==> src/u8pd_pkg.sv <==
package u8pd_pkg;

    localparam int unsigned CpW = 21;
    localparam int unsigned JobSlots = 4;

    // Lead classes: continuation count of a byte taken as a lead.
    localparam logic [2:0] CLS_ASCII   = 3'd0;
    localparam logic [2:0] CLS_TWO     = 3'd1;
    localparam logic [2:0] CLS_THREE   = 3'd2;
    localparam logic [2:0] CLS_FOUR    = 3'd3;
    localparam logic [2:0] CLS_INVALID = 3'd4;

    localparam logic [7:0] CONT_MARK = 8'h80;

    typedef struct packed {
        logic [7:0] in_byte;
        logic       end_of_text;
    } t_in_beat;

    typedef struct packed {
        logic [CpW-1:0] code_point;
        logic           raw_fallback;
        logic           run_last;
    } t_out_beat;

    typedef struct packed {
        logic [CpW-1:0] code_point;
        logic           raw_fallback;
    } t_res;

    // One queued job: every result caused by one input byte.
    typedef struct packed {
        logic [1:0]               last_idx;
        t_res [JobSlots-1:0]      slots;
    } t_job;

    typedef struct packed {
        logic full;
        logic empty;
    } t_q_stat;

    function automatic logic [2:0] lead_class(input logic [7:0] b);
        logic [2:0] cls;
        if (b[7] == 1'b0) begin
            cls = CLS_ASCII;
        end else if (b[7:5] == 3'b110) begin
            cls = CLS_TWO;
        end else if (b[7:4] == 4'b1110) begin
            cls = CLS_THREE;
        end else if (b[7:3] == 5'b11110) begin
            cls = CLS_FOUR;
        end else begin
            cls = CLS_INVALID;
        end
        return cls;
    endfunction

    function automatic t_res raw_res(input logic [7:0] b);
        t_res r;
        r.code_point   = {{(CpW-8){1'b0}}, b};
        r.raw_fallback = 1'b1;
        return r;
    endfunction

endpackage

==> src/u8pd_front.sv <==
module u8pd_front (
    input  logic              i_clk,
    input  logic              i_rst_n,
    input  logic              i_valid,
    output logic              o_stall,
    input  u8pd_pkg::t_in_beat i_data,
    input  u8pd_pkg::t_q_stat  i_q_stat,
    output logic              o_push,
    output u8pd_pkg::t_job    o_job
);

    logic [7:0] r_lead, n_lead;
    logic [5:0] r_cont [2];
    logic [1:0] r_need, n_need;
    logic [1:0] r_held, n_held;

    logic        accept;
    logic [7:0]  b;
    logic        eot;
    logic [2:0]  k;
    logic [2:0]  cls;
    logic        wr_cont;
    u8pd_pkg::t_job job;

    assign o_stall = i_q_stat.full;
    assign accept  = i_valid && !i_q_stat.full;
    assign b       = i_data.in_byte;
    assign eot     = i_data.end_of_text;
    assign cls     = u8pd_pkg::lead_class(b);

    always_comb begin
        k       = 3'd0;
        job     = '0;
        n_lead  = r_lead;
        n_need  = r_need;
        n_held  = r_held;
        wr_cont = 1'b0;
        if (r_need != 2'd0 && b[7:6] == 2'b10) begin
            if ({1'b0, r_held} + 3'd1 >= {1'b0, r_need}) begin
                // complete the sequence
                job.slots[0].raw_fallback = 1'b0;
                case (r_need)
                    2'd1:    job.slots[0].code_point = {10'd0, r_lead[4:0], b[5:0]};
                    2'd2:    job.slots[0].code_point =
                                 {5'd0, r_lead[3:0], r_cont[0], b[5:0]};
                    default: job.slots[0].code_point =
                                 {r_lead[2:0], r_cont[0], r_cont[1], b[5:0]};
                endcase
                k      = 3'd1;
                n_need = 2'd0;
                n_held = 2'd0;
            end else if (eot) begin
                job.slots[0] = u8pd_pkg::raw_res(r_lead);
                job.slots[1] = u8pd_pkg::raw_res(u8pd_pkg::CONT_MARK | {2'b00, r_cont[0]});
                job.slots[2] = u8pd_pkg::raw_res(u8pd_pkg::CONT_MARK | {2'b00, r_cont[1]});
                k = 3'd1 + {1'b0, r_held};
                job.slots[k[1:0]] = u8pd_pkg::raw_res(b);
                k      = k + 3'd1;
                n_need = 2'd0;
                n_held = 2'd0;
            end else begin
                wr_cont = 1'b1;
                n_held  = r_held + 2'd1;
            end
        end else begin
            if (r_need != 2'd0) begin
                // broken sequence: drop it out raw before the new byte
                job.slots[0] = u8pd_pkg::raw_res(r_lead);
                job.slots[1] = u8pd_pkg::raw_res(u8pd_pkg::CONT_MARK | {2'b00, r_cont[0]});
                job.slots[2] = u8pd_pkg::raw_res(u8pd_pkg::CONT_MARK | {2'b00, r_cont[1]});
                k      = 3'd1 + {1'b0, r_held};
                n_need = 2'd0;
                n_held = 2'd0;
            end
            if (cls == u8pd_pkg::CLS_ASCII) begin
                job.slots[k[1:0]].code_point   = {13'd0, b};
                job.slots[k[1:0]].raw_fallback = 1'b0;
                k = k + 3'd1;
            end else if (cls == u8pd_pkg::CLS_INVALID || eot) begin
                job.slots[k[1:0]] = u8pd_pkg::raw_res(b);
                k = k + 3'd1;
            end else begin
                n_lead = b;
                n_need = cls[1:0];
                n_held = 2'd0;
            end
        end
        job.last_idx = k[1:0] - 2'd1;
    end

    assign o_push = accept && (k != 3'd0);
    assign o_job  = job;

    always_ff @(posedge i_clk) begin
        if (!i_rst_n) begin
            r_lead <= '0;
            r_need <= '0;
            r_held <= '0;
        end else if (accept) begin
            r_lead <= n_lead;
            r_need <= n_need;
            r_held <= n_held;
        end
    end

    always_ff @(posedge i_clk) begin
        if (accept && wr_cont) begin
            r_cont[r_held[0]] <= b[5:0];
        end
    end

endmodule

==> src/u8pd_fifo.sv <==
module u8pd_fifo (
    input  logic              i_clk,
    input  logic              i_rst_n,
    input  logic              i_push,
    input  u8pd_pkg::t_job    i_job,
    input  logic              i_pop,
    output u8pd_pkg::t_job    o_head,
    output u8pd_pkg::t_q_stat o_stat
);

    u8pd_pkg::t_job r_mem [2];
    logic           r_wr, r_rd;
    logic [1:0]     r_cnt;

    assign o_head       = r_mem[r_rd];
    assign o_stat.full  = (r_cnt == 2'd2);
    assign o_stat.empty = (r_cnt == 2'd0);

    always_ff @(posedge i_clk) begin
        if (!i_rst_n) begin
            r_wr  <= 1'b0;
            r_rd  <= 1'b0;
            r_cnt <= 2'd0;
        end else begin
            if (i_push) begin
                r_wr <= ~r_wr;
            end
            if (i_pop) begin
                r_rd <= ~r_rd;
            end
            r_cnt <= r_cnt + {1'b0, i_push} - {1'b0, i_pop};
        end
    end

    always_ff @(posedge i_clk) begin
        if (i_push) begin
            r_mem[r_wr] <= i_job;
        end
    end

endmodule

==> src/u8pd_back.sv <==
module u8pd_back (
    input  logic               i_clk,
    input  logic               i_rst_n,
    input  u8pd_pkg::t_job     i_head,
    input  u8pd_pkg::t_q_stat  i_q_stat,
    output logic               o_pop,
    output logic               o_valid,
    input  logic               i_stall,
    output u8pd_pkg::t_out_beat o_data
);

    logic                r_valid;
    u8pd_pkg::t_out_beat r_data, n_data;
    logic [1:0]          r_idx;
    logic                load;
    logic                last;

    assign load = !i_q_stat.empty && (!r_valid || !i_stall);
    assign last = (r_idx == i_head.last_idx);
    assign o_pop = load && last;

    always_comb begin
        n_data.code_point   = i_head.slots[r_idx].code_point;
        n_data.raw_fallback = i_head.slots[r_idx].raw_fallback;
        n_data.run_last     = last;
    end

    always_ff @(posedge i_clk) begin
        if (!i_rst_n) begin
            r_valid <= 1'b0;
            r_idx   <= 2'd0;
        end else begin
            if (load) begin
                r_valid <= 1'b1;
                r_idx   <= last ? 2'd0 : r_idx + 2'd1;
            end else if (!i_stall) begin
                r_valid <= 1'b0;
            end
        end
    end

    always_ff @(posedge i_clk) begin
        if (load) begin
            r_data <= n_data;
        end
    end

    assign o_valid = r_valid;
    assign o_data  = r_data;

endmodule

==> src/utf8_permissive_decoder.sv <==
// Permissive UTF-8 decoder. Feed one text byte per beat on i_data, with
// end_of_text set on the final byte; each o_data beat carries one code point
// (up to 21 bits) or, with raw_fallback set, one byte passed through as is.
// No overlong, surrogate or range checks are made. A broken or unfinished
// sequence is undone: its lead byte and held continuation bytes come out raw
// in order, and the breaking byte is then decoded afresh; stray continuation
// bytes and 0xF8-0xFF come out raw. run_last marks the last result caused by
// an input byte. Input bytes that open a sequence or add a continuation give
// no result. Rate: one byte per cycle in, one result per cycle out while
// i_stall is low; a byte that causes n results (n is 1 to 4) takes n output
// beats, and the two-entry job queue between the classifier and the output
// sequencer absorbs those runs, so input stalls only when the queue is full.
// A byte's first result passes through the job queue and the output register.
module utf8_permissive_decoder (
    input  logic                i_clk,
    input  logic                i_rst_n,
    input  logic                i_valid,
    output logic                o_stall,
    input  u8pd_pkg::t_in_beat  i_data,
    output logic                o_valid,
    input  logic                i_stall,
    output u8pd_pkg::t_out_beat o_data
);

    u8pd_pkg::t_q_stat q_stat;
    u8pd_pkg::t_job    push_job;
    u8pd_pkg::t_job    head_job;
    logic              push;
    logic              pop;

    // Classify each byte and track the open sequence; emit a job per byte that causes results.
    u8pd_front u_front (
        .i_clk    (i_clk),
        .i_rst_n  (i_rst_n),
        .i_valid  (i_valid),
        .o_stall  (o_stall),
        .i_data   (i_data),
        .i_q_stat (q_stat),
        .o_push   (push),
        .o_job    (push_job)
    );

    // Hold pending jobs so front and back stall independently.
    u8pd_fifo u_fifo (
        .i_clk   (i_clk),
        .i_rst_n (i_rst_n),
        .i_push  (push),
        .i_job   (push_job),
        .i_pop   (pop),
        .o_head  (head_job),
        .o_stat  (q_stat)
    );

    // Advance through the head job one result beat per cycle while i_stall is low.
    u8pd_back u_back (
        .i_clk    (i_clk),
        .i_rst_n  (i_rst_n),
        .i_head   (head_job),
        .i_q_stat (q_stat),
        .o_pop    (pop),
        .o_valid  (o_valid),
        .i_stall  (i_stall),
        .o_data   (o_data)
    );

endmodule

==> config.mk <==
export PLATFORM = sky130hd
export DESIGN_NAME = utf8_permissive_decoder
export DESIGN_NICKNAME = d
export VERILOG_FILES = /design/src/u8pd_pkg.sv /design/src/u8pd_front.sv /design/src/u8pd_fifo.sv /design/src/u8pd_back.sv /design/src/utf8_permissive_decoder.sv
export SDC_FILE = /design/constraint.sdc
export NUM_CORES = 1
export LEC_CHECK = 0
export BUFFER_PORTS_ARGS = -buffer_cell sky130_fd_sc_hd__buf_4
export CAP_MARGIN = 20
export CORE_MARGIN = 2
export CORE_UTILIZATION = 62
export DETAILED_ROUTE_END_ITERATION = 8
export GPL_ROUTABILITY_DRIVEN = 0
export PLACE_DENSITY = 0.78
export SLEW_MARGIN = 30
export SYNTH_ARGS = -nofsm -noshare
export SYNTH_HDL_FRONTEND = slang
export SYNTH_HIERARCHICAL = 1
export SYNTH_SLANG_ARGS = --single-unit
export TNS_END_PERCENT = 100
==> constraint.sdc <==
create_clock -name i_clk -period 8.3 [get_ports i_clk]
set_input_delay 0.83 -clock i_clk [delete_from_list [all_inputs] [get_ports i_clk]]
set_output_delay 0.83 -clock i_clk [all_outputs]
set_load 0.02 [all_outputs]
## Word level (Yosys, flattened, before mapping)

Memories as Yosys holds them, arrays and structs flattened. A register that Yosys moved wholly into a read port is not among the register bits.
Cells that the tools add are included.

| cells by class | value |
|---|---|
| add/subtract/negate cells | 8 |
| order comparisons | 6 |
| equality and inequality tests | 11 |
| mux-type cells | 58 |
| bitwise operators | 5 |
| reductions and logical operators | 20 |

Operators by type and width:

| operator | count |
|---|---|
| bitwise mux 88 bit | 4 |
| 2-to-1 mux 88 bit | 4 |
| demux 22 bit (select 2 bit) | 4 |
| 2-to-1 mux 66 bit | 2 |
| 2-to-1 mux 22 bit | 5 |
| 2-to-1 mux 53 bit | 1 |
| binary-select mux 22 bit (select 2 bit) | 1 |
| case mux 21 bit (2 select lines) | 1 |
| 2-to-1 mux 3 bit | 11 |
| 2-to-1 mux 2 bit | 13 |
| 2-to-1 mux 1 bit | 12 |
| less-than comparator 2 x 3 -> 1 bit, second input constant | 3 |
| logical AND 1 bit | 8 |
| adder 3 x 1 -> 3 bit, second input constant | 2 |
| equality test 2 bit, second input constant | 3 |
| equality test 3 bit, second input constant | 2 |
| equality test 5 bit, second input constant | 1 |
| NOT 1 bit | 5 |
| adder 2 x 1 -> 2 bit, second input constant | 2 |
| equality test 4 bit, second input constant | 1 |
| >= comparator 2 x 1 -> 1 bit, second input constant | 2 |
| logical NOT 1 bit | 4 |
| AND reduction 4 bit | 1 |
| adder 2 x 1 -> 3 bit, second input constant | 1 |
| 14 further kinds | 15 |

| word-level totals | value |
|---|---|
| register bits | 42 |
| bits in writable memories | 192 |
| input port bits | 13 |
| output and inout port bits | 25 |
| logic and storage cells | 121 |
| memories kept | 2 |

Memories:

| name | words | bits a word | rd ports | clocked after memory_dff | write ports | line | text |
|---|---|---|---|---|---|---|---|
| u_fifo.r_mem | 2 | 90 | 1 | 1 | 1 | u8pd_fifo.sv:11 | `u8pd_pkg::t_job r_mem [2];` |
| u_front.r_cont | 2 | 6 | 2 | 0 | 1 | u8pd_front.sv:13 | `logic [5:0] r_cont [2];` |

## Logic depth before layout (Yosys ltp)

Gate-level depths: netlist of run 1.

| logic depth | value |
|---|---|
| word-level depth | 14 |
| gate-level depth with buffers | 15 |
| mapped depth without buffers | 14 |

## By module

The synthesis of run 1 kept the hierarchy.

By module, submodules not included:

| module | instances | cells an instance | area an instance (um2) | sequential area each (um2) |
|---|---|---|---|---|
| u8pd_fifo | 1 | 301 | 7173.1 | 5505.3 |
| u8pd_front | 1 | 318 | 2541.2 | 600.6 |
| u8pd_back | 1 | 71 | 1425.1 | 750.7 |

## Least setup slack after synthesis of run 1

Ideal clock, no wire load.

| timing path | value |
|---|---|
| kind | register to register |
| from | reg u_front.r_held[0] |
| to | mem u_fifo/r_mem[0][0] (netlist name), enable pin |
| library setup time | 0.551 ns |
| arrival | 6.587 ns |
| required time | 7.749 ns |
| slack | 1.163 ns |
| cell stages (with the launch flop) | 12 |
| buffers on the path | 0 |
| period minus slack after synthesis | 7.137 ns |
| cells stage by stage | dfxtp_1 -> inv_1 -> fa_1 -> or2_2 -> o21ai_1 -> nand2_1 -> o2111a_1 -> ha_1 -> inv_1 -> a31oi_1 -> a31oi_1 -> nor2b_1 |

| on the way | value |
|---|---|
| longest elaborated chain between the ends | 11 |
| elaborated cells on any way between the ends | 15 |
| those cells by class | 3 x add/sub; 1 x order compare; 9 x mux; 2 x reduce/logical |

RTL lines:

| element | line | text |
|---|---|---|
| start: declaration | u8pd_front.sv:15 | `logic [1:0] r_held, n_held;` |
| start signal: assignment | u8pd_front.sv:102 | `r_held <= n_held;` |
| adder 2 x 1 -> 3 bit * | u8pd_front.sv:39, u8pd_front.sv:56, u8pd_front.sv:71 |  |
| 2-to-1 mux 3 bit | u8pd_front.sv:66 | `if (r_need != 2'd0) begin` |
| 2-to-1 mux 3 bit | u8pd_front.sv:38 | `if (r_need != 2'd0 && b[7:6] == 2'b10) begin` |
| adder 3 x 1 -> 3 bit | u8pd_front.sv:78, u8pd_front.sv:81 |  |
| 2-to-1 mux 3 bit | u8pd_front.sv:79 | `end else if (cls == u8pd_pkg::CLS_INVALID \|\| eot) begin` |
| 2-to-1 mux 3 bit | u8pd_front.sv:75 | `if (cls == u8pd_pkg::CLS_ASCII) begin` |
| 2-to-1 mux 3 bit * | u8pd_front.sv:38 |  |
| nonzero test 3 bit * | u8pd_front.sv:91 | `assign o_push = accept && (k != 3'd0);` |
| logical AND 1 bit * | u8pd_front.sv:91 |  |
| net push | utf8_permissive_decoder.sv:28 | `logic push;` |
| 2-to-1 mux 1 bit * | u8pd_fifo.sv:36 | `if (i_push) begin` |
| 2-to-1 mux 1 bit (not written as such) * | u8pd_fifo.sv:37 | `r_mem[r_wr] <= i_job;` |
| end: declaration | u8pd_fifo.sv:11 |  |

Mark *: on every way through the listed nets, which the timed path passes. The rest lies on a longest branch. The select of a mux whose other input is x is not followed.

## Final worst setup path of run 1

| timing path | value |
|---|---|
| from | reg u_front.r_held[0] |
| to | mem u_fifo/r_mem[1][88] (netlist name), enable pin |

The elaborated chain is that of the path after synthesis.

==> flow_summary.toml, run 1 <==
[grt]
antenna_found_initial = 0
grt_use_total_pct = 21.0
grt_pass1_wl_mm = 31.9
first_global_vias = 5839
grt-ovfl-total = 0
grt_max_degree = 92

[yosys]
synth_seq_area_share_pct = 61.6
ys_warn_count = 6
synth_edf_count = 215
synth-main-ff-cell = "edfxtp_1"
netlist_instances = 690
synthArstFlopShare_pct = 0
netlist_area_sq_mm = 0.0111
avgSynthCellArea_sq_um = 16.1
ys_seq_elements = 235
yosysUniqueCellTypes = 59

[sta]
slew_violations = 0
hold_viol_final = 0
finClkSkew_ns = 0.0143
max_freq_mhz = 202
min_period_ns = 4.95
final-setup-viol-count = 0
fin_crit_sh_pct = 59.7
final.setup.tns_ns = 0
rsz0062_at_grt = "no"
worstMarginPinSlew_ns = 0.903
relSlewSlack_pct = 39.8
setup_ws_ns = 3.35

[routing]
drc = 0
routed_wirelength_mm = 20.4
drt-pass1-iter-count = 5
via_count = 5931
drt-initial-drc-count = 699
wl_per_cell_um = 21.1
viasPerCell = 6.13
ant_nets = 0

[clocking]
clk_pin_slew_ns = 0.06
clockRootBuffer = "clkbuf_16"
cts_resized = 0
htree_num_levels = 1
cts_tree = "yes"
ctsHoldBuffers = 0
worstSkewPairLatency_ns = 0.50
cts.sinks = 235
numCtsBuffers = 23
cts.path.max_buffers = 3
post-cts-setup-buffers = 0

[finish]
postLayoutCoreUtil_pct = 67.5
area_delta_synth_final_pct = 7.76
stdcell_count = 967
final_common_cell = "edfxtp_1"
fin_nets = 753
fillers = 1200
diodes = 0
fin_area_sq_mm = 0.0120
layout_common_cells = "edfxtp_1 (215), mux2_4 (90), buf_4 (41)"
drive_gt1_share_pct = 26.2

[floorplan]
rows = 49
fp.dieW_um = 138
top_level_ports = 38
core_sq_mm = 0.0178
start_util_pct = 62.7
die_h_um = 138
die-area_sq_mm = 0.0191

[worst_setup_path]
end_kind = "flop"
path_class = "reg2reg"
crit_fanout = 62
critPathMaxStageDelay_ns = 0.73
startpoint = "u_front/r_held[0]$_SDFFE_PN0P_"
slowest_stage = "buf_4"
crit_chain = "inv_1 -> fa_1 -> or2_2 -> o21ai_1 -> nand2_1 -> o2111a_1 -> ha_1 -> inv_1 -> a31oi_1 -> a31oi_1 -> and2_4 -> buf_4"
required_ns = 8.42
arrival_ns = 5.07
r2r_slack_ns = 3.35
worstSetupStartpointType = "flop"
r2r_end = "u_fifo/r_mem[1][88]$_DFFE_PP_"
reg2regPathDepth = 12
worstReg2RegStart = "u_front/r_held[0]$_SDFFE_PN0P_"

[power]
max-vdd-ir-drop_mv = 0.191
p_leak_nw = 4.37
p_per_area_mw_per_mm2 = 297

[hold_path]
whs_path_depth = 1
min_path_type = "reg2reg"
hp-start = "u_front/r_lead[7]$_SDFFE_PN0P_"
min_to = "u_front/r_lead[7]$_SDFFE_PN0P_"

[placement]
io_buffers = 37
place_hpwl_mm = 12.8
dpl.cell_count = 927
placed_area_sq_mm = 0.0113
dpl_worst_slack_ns = 3.45

[flow_run]
drv_cap = 0

[run_status]
outcome = "completed"
-- flip-flops by register name, indices dropped and copies added (netlist names), named ones only --
name and cells:
u_back/o_data 23, u_back/o_valid 1, u_back/r_idx 2, u_fifo/r_cnt 2
u_fifo/r_mem 180, u_fifo/r_rd 1, u_fifo/r_wr 1, u_front/r_cont 12
u_front/r_held 2, u_front/r_lead 8, u_front/r_need 2
-- logic make-up after synthesis --
family	count (synthesis)	synth area share (%)
XOR/XNOR	5	0.517
adder cells (fa/ha/maj)	17	1.98
AND/OR/NAND/NOR	120	5.72
multiplexers	119	17.4
buffers and inverters	89	6.07
AO/OA/AOI/OAI	104	6.75
flip-flops	235	61.6
other	1	0.0337
-- power breakdown --
group	internal, W	total (W)	switching, W
Clock	0.000555	0.000965	0.000410
Sequential	0.00154	0.00167	0.000133
Combinational	0.000518	0.000922	0.000405
-- worst max path at each step --
stage                                               end  slack [ns]  depth (start not counted)
after floorplan            u_fifo/r_mem[0][0]$_DFFE_PP_        1.16                         11
after global placement    u_fifo/r_mem[1][34]$_DFFE_PP_        3.67                         12
after detailed placement  u_fifo/r_mem[1][52]$_DFFE_PP_        3.45                         12
after CTS                 u_fifo/r_mem[1][22]$_DFFE_PP_        3.42                         12
after global routing      u_fifo/r_mem[1][89]$_DFFE_PP_        2.98                         12
final                     u_fifo/r_mem[1][88]$_DFFE_PP_        3.35                         12
-- layer usage --
| layer | vias up | wire length, um | track usage (%) |
|---|---|---|---|
| li1 | 2648 | - | - |
| met1 | 2983 | 8110 | 28.0 |
| met2 | 253 | 10500 | 36.6 |
| met3 | 47 | 1290 | 3.05 |
| met4 | 0 | 518 | 5.91 |
| met5 | - | 0 | 0 |
-- critical path: cells and delay by family, from the launching register on --
kind | cells | cell delay (ns)
buf+inv | 3 | 1.00
flops | 1 | 0.49
fa+ha+maj | 2 | 0.73
simple gates | 3 | 1.20
compound gates | 4 | 1.06
-- synth_stat cells, types with 8 or more instances --
master | n | area [sq um]
dfxtp_1 | 20 | 400
buf_12 | 10 | 200
a21oi_1 | 16 | 80.1
nand2_1 | 22 | 82.6
mux4_2 | 17 | 383
nor2_1 | 27 | 101
inv_1 | 15 | 56.3
nor2b_1 | 10 | 62.6
edfxtp_1 | 215 | 6460
clkbuf_1 | 15 | 56.3
mux2_4 | 90 | 1350
a211oi_1 | 11 | 82.6
a22o_1 | 12 | 105
nand3_1 | 15 | 75.1
ha_1 | 16 | 200
nand2b_1 | 9 | 56.3
o21ai_0 | 11 | 55.1
and2_1 | 12 | 75.1
a22oi_1 | 8 | 60.1
buf_4 | 40 | 300
-- metrics by stage --
stage,total power [W],hold slack [ns]
floorplan,0.00248,0.452
global placement,0.00259,0.478
detailed placement,0.00263,0.482
CTS,0.00359,0.498
global route,0.00370,0.528
finish,0.00356,0.502
-- area by class of cell --
type	instances	area, sq um	share of cell area [%]
clock inverters	10	70.1	0.584
flip-flops and latches	235	6860	57.2
inverters	16	60.1	0.500
repair buffers	43	330	2.75
clock buffers	30	622	5.18
multi-input cells	404	3770	31.4
well taps	229	287	2.39
(Power assumes the default switching activity.)
==> run 2: changes to the inputs <==
Clock period 8.3 ns to 4.99 ns, I/O delays scaled along.
==> flow_summary.toml, run 2 (same netlist as run 1, synthesis figures left out) <==
[placement]
placed_area_sq_mm = 0.0114
place_hpwl_mm = 12.9
io_buffers = 37
dpl_worst_slack_ns = 0.648

[finish]
area_delta_synth_final_pct = 10.1
largest_register = "u_fifo/r_mem"
multi_input_area_sq_mm = 0.00377
fin_area_sq_mm = 0.0123
diodes = 0
largest_reg_flops = 180
layout_common_cells = "edfxtp_1 (215), mux2_4 (90), buf_4 (44)"
fillers = 1156
final_common_cell = "edfxtp_1"
fin_nets = 760
seqCellArea_sq_mm = 0.00686
drive_gt1_share_pct = 27.9

[worst_setup_path]
path_buf_inv = 4
end_kind = "flop"
critPathMaxStageDelay_ns = 0.73
slowest_stage = "nor2b_4"
cp_top_family = "simple AND/OR/NAND/NOR gates"
crit_fanout = 24
required_ns = 5.19
path_class = "reg2reg"
crit_chain = "inv_1 -> fa_1 -> or2_2 -> o21ai_1 -> nand2_1 -> buf_4 -> o2111a_1 -> ha_1 -> inv_1 -> a31oi_1 -> a31oi_1 -> nor2b_4 -> buf_12"
worstSetupStartpointType = "flop"
arrival_ns = 4.66

[routing]
routed_wirelength_mm = 20.0
via_count = 5907
wl_per_cell_um = 20.5
drc = 0
drt-initial-drc-count = 604
drt-pass1-iter-count = 6
viasPerCell = 6.05
ant_nets = 0

[clocking]
cts.sinks = 235
post-cts-setup-buffers = 0
clk_pin_slew_ns = 0.06
ctsHoldBuffers = 0
htree_num_levels = 1
numCtsBuffers = 24
cts.path.max_buffers = 3
worstSkewPairLatency_ns = 0.51
cts_tree = "yes"
clockRootBuffer = "clkbuf_16"
cts_resized = 0

[sta]
relSlewSlack_pct = 47.9
min_period_ns = 4.47
final.setup.tns_ns = 0
setup_ws_ns = 0.523
hold_viol_final = 0
max_freq_mhz = 224
rsz0062_at_grt = "no"
final-setup-viol-count = 0
slew_violations = 0
worstMarginPinSlew_ns = 0.777
finClkSkew_ns = 0.0226
hold-worst-slack_ns = 0.236
fin_crit_sh_pct = 89.5

[grt]
grt_max_degree = 56
antenna_found_initial = 0
first_global_vias = 5988
grt_use_total_pct = 21.1
grt-ovfl-total = 0
grt_pass1_wl_mm = 32.2

[power]
max-vdd-ir-drop_mv = 0.307
p_leak_nw = 4.50
p_per_area_mw_per_mm2 = 509

[floorplan]
die-area_sq_mm = 0.0191
fp.dieW_um = 138
die_h_um = 138
start_util_pct = 62.7
core_sq_mm = 0.0178
rows = 49
top_level_ports = 38

[run_status]
outcome = "completed"

[hold_path]
min_path_type = "in2reg"

[flow_run]
drv_cap = 0
run 2: layer usage:
layer  share of wire, %  vias to the layer above  GRT usage [%]
met5                  0                        -              0
met4                3.4                        0           6.66
met3                6.5                       61           3.19
met2                 50                      271           36.6
met1                 40                     2896           27.9
li1                   -                     2679              -
run 2: cell type report:
class	instances	share of cell area [%]
Timing Repair Buffer	49	3.57
Clock inverter	17	1.72
Multi-Input combinational cell	404	30.7
Sequential cell	235	56.0
Tap cell	229	2.34
Clock buffer	27	5.16
Inverter	16	0.490
run 2: path summary, 6_finish.rpt:
kind / start / end / slack (ns) / cells past startpoint
worst min-delay path: i_data[1] / u_front/r_cont[0][0]$_DFFE_PP_ / 0.24 / 1
worst max-delay path: u_front/r_held[0]$_SDFFE_PN0P_ / u_fifo/r_mem[0][7]$_DFFE_PP_ / 0.52 / 13
worst max register to register: u_front/r_held[0]$_SDFFE_PN0P_ / u_fifo/r_mem[0][7]$_DFFE_PP_ / 0.52 / 13
worst min register to register: u_front/r_lead[7]$_SDFFE_PN0P_ / u_front/r_lead[7]$_SDFFE_PN0P_ / 0.50 / 1
run 2: through the flow:
| step | util, % | instances | power, W |
|---|---|---|---|
| floorplan | - | 728 | 0.00411 |
| global placement | 64.1 | 932 | 0.00434 |
| detailed placement | 64.1 | 932 | 0.00440 |
| CTS | 68.8 | 976 | 0.00628 |
| global route | 69.0 | 977 | 0.00648 |
| finish | 69.0 | 977 | 0.00624 |
run 2: worst register-to-register path: cells and delay by family (launching register included):
family | cells | cell delay (ns)
AOI/OAI and AO/OA | 4 | 1.00
adders and majority gates | 2 | 0.75
buffers and inverters | 4 | 0.76
DFF | 1 | 0.50
and+or+nand+nor | 3 | 1.15
run 2: report_power, final:
part	internal [W]	switching, W	total (W)
Combinational	0.000894	0.000703	0.00160
Clock	0.00117	0.000717	0.00189
Sequential	0.00256	0.000199	0.00276
Total	0.00462	0.00162	0.00624
==> run 3: changes to the inputs <==
Settings changed: CELL_PAD_IN_SITES_DETAIL_PLACEMENT set to 0, CELL_PAD_IN_SITES_GLOBAL_PLACEMENT set to 1, CORE_UTILIZATION 62 to 55, HOLD_SLACK_MARGIN set to 0.08, MAX_ROUTING_LAYER set to met4, PLACE_DENSITY 0.78 to 0.8.
==> flow_summary.toml, run 3 (same netlist as run 1, synthesis figures left out) <==
[flow_run]
drv_cap = 0

[sta]
hold_viol_final = 0
min_period_ns = 4.66
worstMarginPinSlew_ns = 0.845
final-setup-viol-count = 0
relSlewSlack_pct = 43.7
slew_violations = 0
rsz0062_at_grt = "no"
final.setup.tns_ns = 0
fin_crit_sh_pct = 93.4
hold-worst-slack_ns = 0.241
finClkSkew_ns = 0.0122
max_freq_mhz = 215

[clocking]
numCtsBuffers = 25
htree_num_levels = 1
ctsHoldBuffers = 0
cts.sinks = 235
cts_resized = 0
worstSkewPairLatency_ns = 0.51
cts.path.max_buffers = 3
clockRootBuffer = "clkbuf_16"
post-cts-setup-buffers = 0
clk_pin_slew_ns = 0.06
cts_tree = "yes"

[routing]
drt-pass1-iter-count = 7
viasPerCell = 5.67
routed_wirelength_mm = 19.8
via_count = 5750
drt-initial-drc-count = 499
drc = 0
ant_nets = 0
wl_per_cell_um = 19.5

[worst_setup_path]
required_ns = 5.15
end_kind = "flop"
worstReg2RegStart = "u_front/r_held[0]$_SDFFE_PN0P_"
worstSetupStartpointType = "flop"
path_class = "reg2reg"
r2r_end = "u_fifo/r_mem[1][10]$_DFFE_PP_"
crit_fanout = 27
reg2regPathDepth = 12
r2r_slack_ns = 0.33
arrival_ns = 4.82

[hold_path]
min_path_type = "in2reg"
whs_path_depth = 1
hp-start = "i_data[2]"
min_to = "u_front/r_cont[1][1]$_DFFE_PP_"

[grt]
first_global_vias = 5795
grt_use_total_pct = 19.2
grt-ovfl-total = 0
grt_max_degree = 92
antenna_found_initial = 0
grt_pass1_wl_mm = 31.3

[placement]
io_buffers = 37
place_hpwl_mm = 12.8

[finish]
fillers = 1506
largest_reg_flops = 180
fin_nets = 757
final_common_cell = "edfxtp_1"
drive_gt1_share_pct = 27.1
largest_register = "u_fifo/r_mem"
area_delta_synth_final_pct = 9.47
layout_common_cells = "edfxtp_1 (215), mux2_4 (90), buf_4 (41)"
diodes = 0

[floorplan]
start_util_pct = 55.6
die_h_um = 146
die-area_sq_mm = 0.0214
fp.dieW_um = 146
core_sq_mm = 0.0200
rows = 52
top_level_ports = 38

[power]
power_frac_seq_pct = 45.0
combPwrFrac_pct = 26.4
max-vdd-ir-drop_mv = 0.304
p_leak_nw = 4.44
power_switching_w = 0.00161
p_int_w = 0.00447
sw_frac_of_total_pct = 26.5
p_per_area_mw_per_mm2 = 499
clockPowerShare_pct = 28.6

[run_status]
outcome = "completed"
-- run 3: cell types whose count changed in the layout (fill, tap and decap cells not counted) --
cell	before	now
buf_12	4	2
buf_4	44	41
buf_6	0	1
bufinv_16	5	2
clkinv_1	2	6
clkinv_2	10	8
clkinv_4	0	1
dfxtp_2	0	1
dfxtp_4	2	1
inv_6	0	1
-- run 3: area by class of cell --
cell class | count | area, sq um | share of cell area [%]
clock buffers | 27 | 633 | 5.19
clock inverters | 18 | 144 | 1.18
inverters | 16 | 60.1 | 0.493
multi-input cells | 404 | 3770 | 30.9
flip-flops and latches | 235 | 6860 | 56.3
well taps | 270 | 338 | 2.77
repair buffers | 45 | 387 | 3.17
-- run 3: critical path, stage by stage, from the launching register on --
cell and delay [ns]:
dfxtp_1 0.49, inv_1 0.21, fa_1 0.52, or2_2 0.32, o21ai_1 0.35, nand2_1 0.41
o2111a_1 0.32, ha_1 0.21, inv_1 0.06, a31oi_1 0.04, a31oi_1 0.48, and2_4 0.46
buf_4 0.41
-- run 3: worst max path at each step --
stage | endpoint | depth (start not counted) | slack [ns] | start
final | u_fifo/r_mem[1][10]$_DFFE_PP_ | 12 | 0.33 | u_front/r_held[0]$_SDFFE_PN0P_
after global routing | u_fifo/r_mem[1][66]$_DFFE_PP_ | 12 | 0.15 | u_front/r_held[0]$_SDFFE_PN0P_
after CTS | u_fifo/r_mem[1][66]$_DFFE_PP_ | 12 | 0.45 | u_front/r_held[0]$_SDFFE_PN0P_
after detailed placement | u_fifo/r_mem[1][33]$_DFFE_PP_ | 12 | 0.49 | u_front/r_held[0]$_SDFFE_PN0P_
after global placement | u_fifo/r_mem[1][22]$_DFFE_PP_ | 12 | 0.61 | u_front/r_held[0]$_SDFFE_PN0P_
after floorplan | u_fifo/r_mem[0][0]$_DFFE_PP_ | 11 | 0.58 | u_front/r_held[0]$_SDFFE_PN0P_
-- run 3: power groups by stage --
stage | sequential [W] | clock [W] | combinational [W]
after floorplan | 0.00281 | 0 | 0.00130
after global placement | 0.00279 | 0 | 0.00154
after detailed placement | 0.00278 | 0 | 0.00162
after CTS | 0.00274 | 0.00177 | 0.00163
after global routing | 0.00277 | 0.00186 | 0.00171
final | 0.00274 | 0.00174 | 0.00161
-- run 3: stage by stage --
stage,setup slack (ns),cells,instance area [sq um],utilization [%],total power [W]
floorplan,0.577,728,11300,-,0.00411
global placement,0.605,969,11400,56.8,0.00433
detailed placement,0.489,970,11400,57.0,0.00440
CTS,0.445,1015,12200,60.9,0.00614
global route,0.153,1015,12200,60.9,0.00634
finish,0.331,1015,12200,60.9,0.00608
-- run 3: per-layer routing --
metal  global-route usage, %  routed length, um
met5                       -                  0
met4                    4.85                348
met3                    2.47                811
met2                    31.7               9770
met1                    25.6               8860
